`config.mk`:
```
export PLATFORM = sky130hd
export DESIGN_NAME = spring_damped_level_follower_core_flat
export DESIGN_NICKNAME = d
export VERILOG_FILES = /design/src/rtl/sdlf_pkg.sv /design/src/rtl/sdlf_in_if.sv /design/src/rtl/sdlf_out_if.sv /design/src/rtl/spring_damped_level_follower_core.sv /design/src/rtl/sdlf_mul.sv /design/src/flat_wrapper.sv
export SDC_FILE = /design/constraint.sdc
export NUM_CORES = 2
export LEC_CHECK = 0
export BUFFER_PORTS_ARGS = -buffer_cell sky130_fd_sc_hd__buf_2
export CAP_MARGIN = 20
export CORE_MARGIN = 4
export CORE_UTILIZATION = 25
export CTS_CLUSTER_DIAMETER = 150
export DETAILED_ROUTE_END_ITERATION = 10
export GPL_ROUTABILITY_DRIVEN = 0
export PLACE_DENSITY_LB_ADDON = 0.3
export SYNTH_ARGS = -nofsm -noshare
export SYNTH_HDL_FRONTEND = slang
export SYNTH_SLANG_ARGS = --single-unit
```
`constraint.sdc`:
```
create_clock -name clk_i -period 26.9 [get_ports clk_i]
set_input_delay 4.035 -clock clk_i [delete_from_list [all_inputs] [get_ports clk_i]]
set_output_delay 4.035 -clock clk_i [all_outputs]
set_load 0.005 [all_outputs]
```
`src/rtl/sdlf_pkg.sv`:
```
package sdlf_pkg;

  localparam int FRAC_BITS = 16;
  localparam int STEPS_PER_TICK_DEF = 10;

  // field and register widths
  localparam int TGT_W = 17;
  localparam int DT_W = 16;
  localparam int LEVEL_W = 18;
  localparam int VEL_W = 20;
  localparam int TRAIL_W = 24;
  localparam int GAIN_W = 24;
  localparam int SNAP_W = 19;
  localparam int CFG_IDX_W = 3;
  localparam int CFG_W = 24;

  // shared multiplier: signed A operand times unsigned B operand
  localparam int MUL_A_W = 44;
  localparam int MUL_B_W = 24;
  localparam int MUL_LO_W = 22;
  localparam int MUL_P_W = MUL_A_W + MUL_B_W;

  // working velocity before the clamp
  localparam int VW_W = 42;

  localparam int ONE_Q = 1 << FRAC_BITS;
  localparam int LOW_CLAMP = -((ONE_Q + 5) / 10);
  localparam int HIGH_CLAMP = (11 * ONE_Q + 5) / 10;

  localparam logic KIND_SET = 1'b0;
  localparam logic KIND_TICK = 1'b1;

  localparam logic [CFG_IDX_W-1:0] CFG_SPRING = 3'd0;
  localparam logic [CFG_IDX_W-1:0] CFG_VISC = 3'd1;
  localparam logic [CFG_IDX_W-1:0] CFG_SNAP = 3'd2;
  localparam logic [CFG_IDX_W-1:0] CFG_VFLOOR = 3'd3;
  localparam logic [CFG_IDX_W-1:0] CFG_VCEIL = 3'd4;
  localparam logic [CFG_IDX_W-1:0] CFG_BOUNCE = 3'd5;

  localparam logic [GAIN_W-1:0] SPRING_RST = 24'd65536;
  localparam logic [GAIN_W-1:0] VISC_RST = 24'd65536;
  localparam logic [SNAP_W-1:0] SNAP_RST = 19'd65536;
  localparam logic signed [VEL_W-1:0] VFLOOR_RST = -20'sd65536;
  localparam logic signed [VEL_W-1:0] VCEIL_RST = 20'sd65536;

  typedef enum logic [3:0] {
    S_IDLE,
    S_GAP,
    S_MUL,
    S_FORCE,
    S_ACCEL,
    S_DAMP,
    S_DRAG,
    S_MOVE,
    S_FINAL,
    S_RESULT
  } state_e;

  typedef struct packed {
    logic                      go;
    logic signed [MUL_A_W-1:0] a;
    logic [MUL_B_W-1:0]        b;
  } mul_req_t;

  typedef struct packed {
    logic                      done;
    logic signed [MUL_P_W-1:0] p;
  } mul_rsp_t;

endpackage

```
`src/rtl/sdlf_in_if.sv`:
```
interface sdlf_in_if;
  logic                        valid;
  logic                        ready;
  logic                        kind;
  logic [sdlf_pkg::TGT_W-1:0]  target_value;
  logic [sdlf_pkg::DT_W-1:0]   time_step;

  modport source (output valid, kind, target_value, time_step, input ready);
  modport sink (input valid, kind, target_value, time_step, output ready);
endinterface

```
`src/rtl/sdlf_out_if.sv`:
```
interface sdlf_out_if;
  logic                               valid;
  logic                               ready;
  logic signed [sdlf_pkg::LEVEL_W-1:0] shown_level;
  logic signed [sdlf_pkg::VEL_W-1:0]   velocity_now;

  modport source (output valid, shown_level, velocity_now, input ready);
  modport sink (input valid, shown_level, velocity_now, output ready);
endinterface

```
`src/rtl/spring_damped_level_follower_core.sv`:
```
// Channel  Dir  Handshake     Payload
// in_i     in   valid/ready   kind, target_value, time_step
// out_o    out  valid/ready   shown_level, velocity_now
// cfg      in   cfg_we_i      cfg_idx_i, cfg_data_i (write only)
//
// Set item: updates velocity and target, then the result. Tick item: STEPS_PER_TICK steps, final clamp, result.
// Step: snap velocity at a target edge, spring only in bounce mode, spring and damping otherwise;
// each multiply uses the shared 23x25 multiplier, a low then a high pass if the A operand is wider.
// One item at a time; ready only when idle. A finished result waits in the
// output register while the next item is taken.
// Async active-low reset clears state and loads register defaults.
module spring_damped_level_follower_core #(
  parameter int STEPS_PER_TICK = sdlf_pkg::STEPS_PER_TICK_DEF
) (
  input  logic                           clk_i,
  input  logic                           rst_ni,
  sdlf_in_if.sink                        in_i,
  sdlf_out_if.source                     out_o,
  input  logic                           cfg_we_i,
  input  logic [sdlf_pkg::CFG_IDX_W-1:0] cfg_idx_i,
  input  logic [sdlf_pkg::CFG_W-1:0]     cfg_data_i
);

  localparam int FRAC = sdlf_pkg::FRAC_BITS;
  localparam int A_W = sdlf_pkg::MUL_A_W;
  localparam int B_W = sdlf_pkg::MUL_B_W;
  localparam int VW_W = sdlf_pkg::VW_W;
  localparam int VEL_W = sdlf_pkg::VEL_W;
  localparam int TRAIL_W = sdlf_pkg::TRAIL_W;
  localparam int TGT_W = sdlf_pkg::TGT_W;
  localparam int DT_W = sdlf_pkg::DT_W;
  localparam int LEVEL_W = sdlf_pkg::LEVEL_W;
  localparam int GAIN_W = sdlf_pkg::GAIN_W;
  localparam int SNAP_W = sdlf_pkg::SNAP_W;
  localparam int CNT_W = (STEPS_PER_TICK > 1) ? $clog2(STEPS_PER_TICK) : 1;
  localparam logic [CNT_W-1:0] LAST = CNT_W'(STEPS_PER_TICK - 1);
  localparam int TS_W = TRAIL_W + 2;
  localparam int JS_W = VEL_W + 2;
  localparam logic signed [TS_W-1:0] T_MAX = {3'b000, {(TRAIL_W-1){1'b1}}};
  localparam logic signed [TS_W-1:0] T_MIN = {3'b111, {(TRAIL_W-1){1'b0}}};
  localparam logic signed [JS_W-1:0] J_MAX = {3'b000, {(VEL_W-1){1'b1}}};
  localparam logic signed [JS_W-1:0] J_MIN = {3'b111, {(VEL_W-1){1'b0}}};
  localparam logic signed [TRAIL_W-1:0] LVL_LO = TRAIL_W'(sdlf_pkg::LOW_CLAMP);
  localparam logic signed [TRAIL_W-1:0] LVL_HI = TRAIL_W'(sdlf_pkg::HIGH_CLAMP);

  function automatic logic signed [VEL_W-1:0] vclamp(
    input logic signed [VW_W-1:0]  x,
    input logic signed [VEL_W-1:0] lo,
    input logic signed [VEL_W-1:0] hi
  );
    logic signed [VW_W-1:0] lo_x;
    logic signed [VW_W-1:0] hi_x;
    lo_x = VW_W'(lo);
    hi_x = VW_W'(hi);
    if (x < lo_x) begin
      return lo;
    end else if (x > hi_x) begin
      return hi;
    end else begin
      return VEL_W'(x);
    end
  endfunction

  // configuration
  logic [GAIN_W-1:0]       spring_q, visc_q;
  logic [SNAP_W-1:0]       snap_q;
  logic signed [VEL_W-1:0] vfloor_q, vceil_q;
  logic                    bounce_q;

  // control
  sdlf_pkg::state_e state_q, state_d, ret_q, ret_d;
  logic [CNT_W-1:0] cnt_q, cnt_d;
  logic             bound_q, bound_d;
  logic             out_valid_q, out_valid_d;
  logic             out_load;
  logic             accept;

  // datapath
  logic [TGT_W-1:0]          tgt_q, tgt_d;
  logic signed [TRAIL_W-1:0] trail_q, trail_d;
  logic signed [VEL_W-1:0]   vel_q, vel_d;
  logic signed [VW_W-1:0]    vw_q, vw_d;
  logic signed [A_W-1:0]     opa_q, opa_d;
  logic [B_W-1:0]            opb_q, opb_d;
  logic [DT_W-1:0]           dt_q, dt_d;
  logic signed [LEVEL_W-1:0] out_level_q;
  logic signed [VEL_W-1:0]   out_vel_q;

  logic signed [TS_W-1:0]    gap_w;
  logic signed [TS_W-1:0]    tsum;
  logic signed [JS_W-1:0]    jsum;
  logic signed [A_W-1:0]     scaled;
  logic signed [VW_W-1:0]    vsum;
  logic signed [VEL_W-1:0]   vc;
  logic [B_W-1:0]            dt_b;

  sdlf_pkg::mul_req_t mul_req;
  sdlf_pkg::mul_rsp_t mul_rsp;

  sdlf_mul u_mul (
    .clk_i  (clk_i),
    .rst_ni (rst_ni),
    .req_i  (mul_req),
    .rsp_o  (mul_rsp)
  );

  assign mul_req.go = (state_q == sdlf_pkg::S_MUL);
  assign mul_req.a = opa_q;
  assign mul_req.b = opb_q;

  assign in_i.ready = (state_q == sdlf_pkg::S_IDLE);
  assign accept = in_i.valid & in_i.ready;

  assign scaled = A_W'(mul_rsp.p >>> FRAC);
  assign dt_b = B_W'(dt_q);
  assign gap_w = TS_W'(signed'({1'b0, tgt_q})) - TS_W'(trail_q);
  assign tsum = TS_W'(trail_q) + TS_W'(scaled);
  assign jsum = JS_W'(vel_q) + JS_W'(signed'({1'b0, in_i.target_value}))
              - JS_W'(signed'({1'b0, tgt_q}));

  always_comb begin
    unique case (state_q)
      sdlf_pkg::S_GAP: begin
        if (gap_w > 0) begin
          vsum = VW_W'(signed'({1'b0, snap_q}));
        end else if (gap_w < 0) begin
          vsum = -VW_W'(signed'({1'b0, snap_q}));
        end else begin
          vsum = '0;
        end
      end
      sdlf_pkg::S_ACCEL: vsum = VW_W'(vel_q) + VW_W'(scaled);
      default:           vsum = vw_q + VW_W'(scaled);
    endcase
  end

  assign vc = vclamp(vsum, vfloor_q, vceil_q);

  always_comb begin
    state_d = state_q;
    ret_d = ret_q;
    cnt_d = cnt_q;
    bound_d = bound_q;
    tgt_d = tgt_q;
    trail_d = trail_q;
    vel_d = vel_q;
    vw_d = vw_q;
    opa_d = opa_q;
    opb_d = opb_q;
    dt_d = dt_q;
    out_load = 1'b0;

    unique case (state_q)
      sdlf_pkg::S_IDLE: begin
        if (accept) begin
          if (in_i.kind == sdlf_pkg::KIND_SET) begin
            if (jsum > J_MAX) begin
              vel_d = J_MAX[VEL_W-1:0];
            end else if (jsum < J_MIN) begin
              vel_d = J_MIN[VEL_W-1:0];
            end else begin
              vel_d = jsum[VEL_W-1:0];
            end
            tgt_d = in_i.target_value;
            state_d = sdlf_pkg::S_RESULT;
          end else begin
            dt_d = in_i.time_step;
            bound_d = (tgt_q == '0) | tgt_q[TGT_W-1];
            cnt_d = '0;
            state_d = sdlf_pkg::S_GAP;
          end
        end
      end
      sdlf_pkg::S_GAP: begin
        if (bound_q) begin
          vel_d = vc;
          opa_d = A_W'(vc);
          opb_d = dt_b;
          ret_d = sdlf_pkg::S_MOVE;
        end else begin
          opa_d = A_W'(gap_w);
          opb_d = spring_q;
          ret_d = sdlf_pkg::S_FORCE;
        end
        state_d = sdlf_pkg::S_MUL;
      end
      sdlf_pkg::S_MUL: begin
        if (mul_rsp.done) begin
          state_d = ret_q;
        end
      end
      sdlf_pkg::S_FORCE: begin
        opa_d = scaled;
        opb_d = dt_b;
        ret_d = sdlf_pkg::S_ACCEL;
        state_d = sdlf_pkg::S_MUL;
      end
      sdlf_pkg::S_ACCEL: begin
        if (bounce_q) begin
          vel_d = vc;
          opa_d = A_W'(vc);
          opb_d = dt_b;
          ret_d = sdlf_pkg::S_MOVE;
        end else begin
          vw_d = vsum;
          opa_d = -A_W'(vel_q) - scaled;
          opb_d = visc_q;
          ret_d = sdlf_pkg::S_DAMP;
        end
        state_d = sdlf_pkg::S_MUL;
      end
      sdlf_pkg::S_DAMP: begin
        opa_d = scaled;
        opb_d = dt_b;
        ret_d = sdlf_pkg::S_DRAG;
        state_d = sdlf_pkg::S_MUL;
      end
      sdlf_pkg::S_DRAG: begin
        vel_d = vc;
        opa_d = A_W'(vc);
        opb_d = dt_b;
        ret_d = sdlf_pkg::S_MOVE;
        state_d = sdlf_pkg::S_MUL;
      end
      sdlf_pkg::S_MOVE: begin
        if (tsum > T_MAX) begin
          trail_d = T_MAX[TRAIL_W-1:0];
        end else if (tsum < T_MIN) begin
          trail_d = T_MIN[TRAIL_W-1:0];
        end else begin
          trail_d = tsum[TRAIL_W-1:0];
        end
        if (cnt_q == LAST) begin
          state_d = sdlf_pkg::S_FINAL;
        end else begin
          cnt_d = cnt_q + 1'b1;
          state_d = sdlf_pkg::S_GAP;
        end
      end
      sdlf_pkg::S_FINAL: begin
        if (trail_q < LVL_LO) begin
          trail_d = LVL_LO;
        end else if (trail_q > LVL_HI) begin
          trail_d = LVL_HI;
        end
        state_d = sdlf_pkg::S_RESULT;
      end
      sdlf_pkg::S_RESULT: begin
        if (!out_valid_q || out_o.ready) begin
          out_load = 1'b1;
          state_d = sdlf_pkg::S_IDLE;
        end
      end
      default: state_d = sdlf_pkg::S_IDLE;
    endcase
  end

  assign out_valid_d = out_load | (out_valid_q & ~out_o.ready);

  always_ff @(posedge clk_i or negedge rst_ni) begin
    if (!rst_ni) begin
      state_q <= sdlf_pkg::S_IDLE;
      ret_q <= sdlf_pkg::S_IDLE;
      cnt_q <= '0;
      bound_q <= 1'b0;
      tgt_q <= '0;
      trail_q <= '0;
      vel_q <= '0;
      out_valid_q <= 1'b0;
    end else begin
      state_q <= state_d;
      ret_q <= ret_d;
      cnt_q <= cnt_d;
      bound_q <= bound_d;
      tgt_q <= tgt_d;
      trail_q <= trail_d;
      vel_q <= vel_d;
      out_valid_q <= out_valid_d;
    end
  end

  always_ff @(posedge clk_i) begin
    vw_q <= vw_d;
    opa_q <= opa_d;
    opb_q <= opb_d;
    dt_q <= dt_d;
    if (out_load) begin
      out_level_q <= trail_q[LEVEL_W-1:0];
      out_vel_q <= vel_q;
    end
  end

  always_ff @(posedge clk_i or negedge rst_ni) begin
    if (!rst_ni) begin
      spring_q <= sdlf_pkg::SPRING_RST;
      visc_q <= sdlf_pkg::VISC_RST;
      snap_q <= sdlf_pkg::SNAP_RST;
      vfloor_q <= sdlf_pkg::VFLOOR_RST;
      vceil_q <= sdlf_pkg::VCEIL_RST;
      bounce_q <= 1'b0;
    end else if (cfg_we_i) begin
      unique case (cfg_idx_i)
        sdlf_pkg::CFG_SPRING: spring_q <= cfg_data_i[GAIN_W-1:0];
        sdlf_pkg::CFG_VISC:   visc_q <= cfg_data_i[GAIN_W-1:0];
        sdlf_pkg::CFG_SNAP:   snap_q <= cfg_data_i[SNAP_W-1:0];
        sdlf_pkg::CFG_VFLOOR: vfloor_q <= cfg_data_i[VEL_W-1:0];
        sdlf_pkg::CFG_VCEIL:  vceil_q <= cfg_data_i[VEL_W-1:0];
        sdlf_pkg::CFG_BOUNCE: bounce_q <= cfg_data_i[0];
        default: ;
      endcase
    end
  end

  assign out_o.valid = out_valid_q;
  assign out_o.shown_level = out_level_q;
  assign out_o.velocity_now = out_vel_q;

  a_busy_after_accept: assert property (@(posedge clk_i) disable iff (!rst_ni)
    accept |=> state_q != sdlf_pkg::S_IDLE)
    else $error("item accepted but sequencer stayed idle");

  a_step_count: assert property (@(posedge clk_i) disable iff (!rst_ni)
    cnt_q <= LAST)
    else $error("step counter out of range");

  a_mul_only_in_tick: assert property (@(posedge clk_i) disable iff (!rst_ni)
    mul_rsp.done |-> state_q == sdlf_pkg::S_MUL &&
                     (ret_q == sdlf_pkg::S_FORCE || ret_q == sdlf_pkg::S_ACCEL ||
                      ret_q == sdlf_pkg::S_DAMP || ret_q == sdlf_pkg::S_DRAG ||
                      ret_q == sdlf_pkg::S_MOVE))
    else $error("multiply finished with no write-back step");

endmodule

```
`src/rtl/sdlf_mul.sv`:
```
module sdlf_mul (
  input  logic               clk_i,
  input  logic               rst_ni,
  input  sdlf_pkg::mul_req_t req_i,
  output sdlf_pkg::mul_rsp_t rsp_o
);

  localparam int A_W = sdlf_pkg::MUL_A_W;
  localparam int B_W = sdlf_pkg::MUL_B_W;
  localparam int P_W = sdlf_pkg::MUL_P_W;
  localparam int LO_W = sdlf_pkg::MUL_LO_W;
  localparam int PART_W = LO_W + 1;
  localparam int HI_W = A_W - LO_W;

  logic                      hi_pass_q, hi_pass_d;
  logic                      fits;
  logic signed [PART_W-1:0]  part;
  logic signed [PART_W+B_W:0] prod;
  logic signed [P_W-1:0]     prod_ext;
  logic signed [P_W-1:0]     p_q, p_d;

  // A that fits the signed part width is multiplied whole, else low then high half
  assign fits = (req_i.a[A_W-1:LO_W] == {HI_W{req_i.a[LO_W]}});

  always_comb begin
    priority if (hi_pass_q) begin
      part = PART_W'(signed'(req_i.a[A_W-1:LO_W]));
    end else if (fits) begin
      part = req_i.a[PART_W-1:0];
    end else begin
      part = {1'b0, req_i.a[LO_W-1:0]};
    end
  end

  assign prod = part * signed'({1'b0, req_i.b});
  assign prod_ext = P_W'(prod);
  assign p_d = hi_pass_q ? (p_q + (prod_ext <<< LO_W)) : prod_ext;
  assign hi_pass_d = req_i.go & ~hi_pass_q & ~fits;

  always_ff @(posedge clk_i or negedge rst_ni) begin
    if (!rst_ni) begin
      hi_pass_q <= 1'b0;
    end else begin
      hi_pass_q <= hi_pass_d;
    end
  end

  always_ff @(posedge clk_i) begin
    if (req_i.go) begin
      p_q <= p_d;
    end
  end

  assign rsp_o.done = req_i.go & (hi_pass_q | fits);
  assign rsp_o.p = p_q;

  a_hi_held: assert property (@(posedge clk_i) disable iff (!rst_ni)
    hi_pass_q |-> req_i.go)
    else $error("multiplier request dropped during high pass");

  a_hi_wide: assert property (@(posedge clk_i) disable iff (!rst_ni)
    hi_pass_q |-> !fits)
    else $error("operand changed during a split multiply");

  a_two_pass: assert property (@(posedge clk_i) disable iff (!rst_ni)
    hi_pass_q |=> !hi_pass_q)
    else $error("multiply took more than two passes");

endmodule

```
`src/flat_wrapper.sv`:
```
// flat-port wrapper written by rule: the top's interface ports become plain ports
module spring_damped_level_follower_core_flat 
#(
  parameter int STEPS_PER_TICK = sdlf_pkg::STEPS_PER_TICK_DEF
)
  (clk_i, rst_ni, cfg_we_i, cfg_idx_i, cfg_data_i, in_i_valid, in_i_kind, in_i_target_value, in_i_time_step, in_i_ready, out_o_valid, out_o_shown_level, out_o_velocity_now, out_o_ready);
  sdlf_in_if in_i_i ();
  sdlf_out_if out_o_i ();
  input  logic clk_i;
  input  logic rst_ni;
  input  logic cfg_we_i;
  input  logic [sdlf_pkg::CFG_IDX_W-1:0] cfg_idx_i;
  input  logic [sdlf_pkg::CFG_W-1:0] cfg_data_i;
  input wire logic [$bits(in_i_i.valid)-1:0] in_i_valid;
  input wire logic [$bits(in_i_i.kind)-1:0] in_i_kind;
  input wire logic [$bits(in_i_i.target_value)-1:0] in_i_target_value;
  input wire logic [$bits(in_i_i.time_step)-1:0] in_i_time_step;
  output wire logic [$bits(in_i_i.ready)-1:0] in_i_ready;
  output wire logic [$bits(out_o_i.valid)-1:0] out_o_valid;
  output wire logic [$bits(out_o_i.shown_level)-1:0] out_o_shown_level;
  output wire logic [$bits(out_o_i.velocity_now)-1:0] out_o_velocity_now;
  input wire logic [$bits(out_o_i.ready)-1:0] out_o_ready;
  assign in_i_i.valid = in_i_valid;
  assign in_i_i.kind = in_i_kind;
  assign in_i_i.target_value = in_i_target_value;
  assign in_i_i.time_step = in_i_time_step;
  assign in_i_ready = in_i_i.ready;
  assign out_o_valid = out_o_i.valid;
  assign out_o_shown_level = out_o_i.shown_level;
  assign out_o_velocity_now = out_o_i.velocity_now;
  assign out_o_i.ready = out_o_ready;
  spring_damped_level_follower_core #(.STEPS_PER_TICK(STEPS_PER_TICK)) u_core (.clk_i(clk_i), .rst_ni(rst_ni), .in_i(in_i_i), .out_o(out_o_i), .cfg_we_i(cfg_we_i), .cfg_idx_i(cfg_idx_i), .cfg_data_i(cfg_data_i));
endmodule
```
==> key figures <==
Floorplanning
  • Number of ports placed on the die boundary: 106
  • Row Count: 161
  • Core region area: 193000 sq um
  • Overall die width: 449 um
  • Effective utilization at floorplan: 0.252
  • Die Height: around 450 um
  • Area of the die: 201000 sq um

Critical path
  • Critical path capture point: u_core.u_mul.p_q[58]$_DFFE_PN_
  • Data required time of the critical path: 27.26 ns
  • Kind of end point of the critical path: flop
  • Critical-path top delay cell: sky130_fd_sc_hd__mux2_2
  • Number of cell instances on the worst register-to-register path: 35
  • Top cell family by delay on the critical path: adder cells
  • Critical-path maximum fanout: 67
  • Worst reg2reg startpoint: u_core.u_mul.hi_pass_q$_DFF_PN0_
  • Endpoint of the most critical register-to-register path: u_core.u_mul.p_q[58]$_DFFE_PN_
  • Beginning of the critical path: u_core.u_mul.hi_pass_q$_DFF_PN0_
  • Worst reg2reg setup slack: about 16 ns
  • Critical path arrival: 11.16 ns
  • Critical Setup Path Class: reg -> reg
  • Launching element type of the critical path: flop
  • Cell repeated most along the worst path: sky130_fd_sc_hd__fa_1
  • Peak per-stage delay on the critical path: 0.81 ns
  • Critical path buffer and inverter count: 6
  • Count of cell instances traversed by the critical path: 35

STA
  • Post-layout min period: 10.80 ns
  • Actual slew at the worst max-slew pin: 1.18 ns
  • Count of endpoints failing hold in the final timing report: 0
  • Share of the clock period used by the worst path after layout: 0.401
  • Final Max Slew Viols: 0
  • Setup clock skew after layout: 0.0331 ns
  • Unrepaired setup endpoints after global routing: no
  • Final setup violating endpoints: 0
  • Setup TNS: 0 ns
  • Tightest slew margin relative to the limit: 0.210
  • Fmax: 0.0926 GHz

CTS
  • Clock Latency Late Sink: 0.63 ns
  • Cell chosen for the clock root: sky130_fd_sc_hd__clkbuf_16
  • Quantity of hold-fixing buffers added after cts: 0
  • Maximum level of the CTS H-tree: 2
  • Post-cts resize count: 0
  • TritonCTS clock tree: done
  • Longest Clk Path Bufs: 3
  • CTS Sinks: ~390
  • Cts bufs inserted: 50
  • # Post-CTS Setup Buffers: 0
  • Clock input transition at the sequential cells of the worst setup and hold paths: around 0.060 ns

Yosys
  • Synth top area cells: sky130_fd_sc_hd__fa_1 19%, sky130_fd_sc_hd__ha_1 14%, sky130_fd_sc_hd__edfxtp_1 13%
  • Most numerous cell types in the synthesized netlist: 747 x sky130_fd_sc_hd__inv_1, 627 x sky130_fd_sc_hd__nand2_1, 527 x sky130_fd_sc_hd__ha_1
  • Yosys cell types: 86
  • Count of mapped cells out of synthesis: 5334
  • Share of synthesized registers carrying an async set or reset: 0.468
  • Summed instance area of the synthesized netlist: 48600 sq um
  • Dominant cell by count in the synthesized netlist: sky130_fd_sc_hd__inv_1
  • Share of Yosys cell area claimed by the top area cell type: 0.193
  • Dominant register cell in the synthesized netlist: sky130_fd_sc_hd__edfxtp_1
  • #FFs+latches synth: 391
  • Sequential element share of the synthesized area: 0.223
  • Top cell type by total area after synthesis: sky130_fd_sc_hd__fa_1
  • Synthesized area divided by synthesized cell count: 9.11 sq um
  • EDFF count, synth: 208
  • Warnings, synthesis: 0
  • Net count of the mapped netlist: 6396

Detailed routing
  • Antenna Violating Nets Remaining: 0
  • Via density per instance: between 4 and 5
  • Detailed Route WL: 164000 um
  • Iter 0 DRT Violations: 3216
  • Vias post-DR: 39300
  • Length of the first detailed-routing pass in iterations: 6
  • Drt wl/cell: 20.6 um
  • DRC violations left: 0

Global routing
  • Overflow left after global routing: 0
  • First-pass GRT wire length: 250000 um
  • Largest net degree at the start of global routing: 68
  • Combined global-route utilization of all metal layers: 0.159
  • Via count of the first global-routing pass: 39900
  • Antenna violations before repair: 7

Flow run
  • Max-capacitance violation count: 0

Finish
  • Ratio of cells with drive above 1 in the final layout: 0.0824
  • Layout overhead on the synthesized area: 10.9%
  • Final net count: 6419

Placed design
  • Half-perimeter wire length after detailed placement: 128000 um
  • Quantity of I/O buffers inserted on ports: 105

Worst hold path
  • Tightest Hold Check Type: reg -> reg

Run status
  • Status: complete, no violations
==> state kept, by name, summed over array words and instances (netlist names), 3 cells and up <==
name / cells
u_core.vceil_q: 20
u_core.tgt_q: 17
u_core.opa_q: 44
u_core.opb_q: 24
u_core.vw_q: 42
u_core.out_o.shown_level: 18
u_core.u_mul.p_q: 44
u_core.ret_q: 3
u_core.out_o.velocity_now: 20
u_core.cnt_q: 4
u_core.state_q: 4
u_core.visc_q: 24
u_core.trail_q: 24
u_core.vfloor_q: 20
u_core.snap_q: 19
u_core.spring_q: 24
u_core.dt_q: 16
u_core.vel_q: 20
==> worst min path at each step <==
stage	cells after the start	slack, ns	start	endpoint
detailed placement	2	0.48	u_core.ret_q[2]$_DFFE_PN0P_	u_core.ret_q[2]$_DFFE_PN0P_
CTS	2	0.50	u_core.ret_q[2]$_DFFE_PN0P_	u_core.ret_q[2]$_DFFE_PN0P_
floorplan	0	0.45	u_core.vel_q[18]$_DFFE_PN0P_	u_core.out_o.velocity_now[18]$_DFFE_PP_
global route	1	0.52	u_core.visc_q[18]$_DFFE_PN0P_	u_core.visc_q[18]$_DFFE_PN0P_
finish	2	0.50	u_core.ret_q[2]$_DFFE_PN0P_	u_core.ret_q[2]$_DFFE_PN0P_
global placement	2	0.48	u_core.ret_q[2]$_DFFE_PN0P_	u_core.ret_q[2]$_DFFE_PN0P_
==> routing by layer <==
layer	track usage	vias to the layer above	wire length, um
li1	-	18300	-
met4	0.0478	2	5650
met5	0	-	11
met1	0.225	19800	76200
met2	0.258	1049	74200
met3	0.0129	236	7520
==> worst register-to-register path: cells and delay by family (launching register included) <==
kind                       cells  cell delay [ns]
muxes                          1             0.83
AOI/OAI and AO/OA             15             3.31
adders and majority gates      9             4.18
xor gates and xnor gates       2             0.28
buffers and inverters          6             1.02
and+or+nand+nor                2             0.29
DFF                            1             0.64
==> area by class of cell <==
cell class | instances | area (sq um)
inverter | 747 | 2810
tap | 2526 | 3160
fill | 20400 | 139000
sequential | 391 | 10800
clock buffer | 59 | 1330
multi-input combinational | 3988 | 34200
timing repair buffer | 179 | 1110
antenna | 3 | 7.51
clock inverter | 35 | 380
==> logic make-up after synthesis <==
| kind of cell | Yosys count | synth area share |
|---|---|---|
| simple gates | 1479 | 0.145 |
| flops | 391 | 0.223 |
| mux | 139 | 0.0316 |
| compound gates | 1160 | 0.159 |
| xor+xnor | 214 | 0.0386 |
| fa+ha+maj | 996 | 0.329 |
| buf+inv | 955 | 0.0740 |
==> per-stage QoR <==
stage	area [sq um]	hold WS [ns]	cells	util	worst slack (ns)
2_1_floorplan	48600	0.446	5334	-	17.45
3_3_place_gp	52100	0.477	7829	0.270	16.35
3_5_place_dp	52200	0.480	7830	0.271	16.16
4_1_cts	53900	0.496	7924	0.279	16.11
5_1_grt	53900	0.516	7925	0.279	15.49
6_report	53900	0.496	7928	0.279	16.10
==> placed cells by master (no fill, tap or decap), types with 78 or more instances in the layout <==
cell type,count
sky130_fd_sc_hd__o21ai_0,237
sky130_fd_sc_hd__xnor2_1,141
sky130_fd_sc_hd__ha_1,527
sky130_fd_sc_hd__nor2b_1,165
sky130_fd_sc_hd__buf_2,104
sky130_fd_sc_hd__nand2_1,627
sky130_fd_sc_hd__mux2_2,116
sky130_fd_sc_hd__and2_1,78
sky130_fd_sc_hd__nor2_1,218
sky130_fd_sc_hd__fa_1,469
sky130_fd_sc_hd__dfrtp_1,174
sky130_fd_sc_hd__edfxtp_1,208
sky130_fd_sc_hd__nand2b_1,79
sky130_fd_sc_hd__a21oi_1,285
sky130_fd_sc_hd__a21o_1,130
sky130_fd_sc_hd__inv_1,746
Power is not shown: default switching activity piles up to over one toggle a cycle in this logic, so the estimate is an artifact.
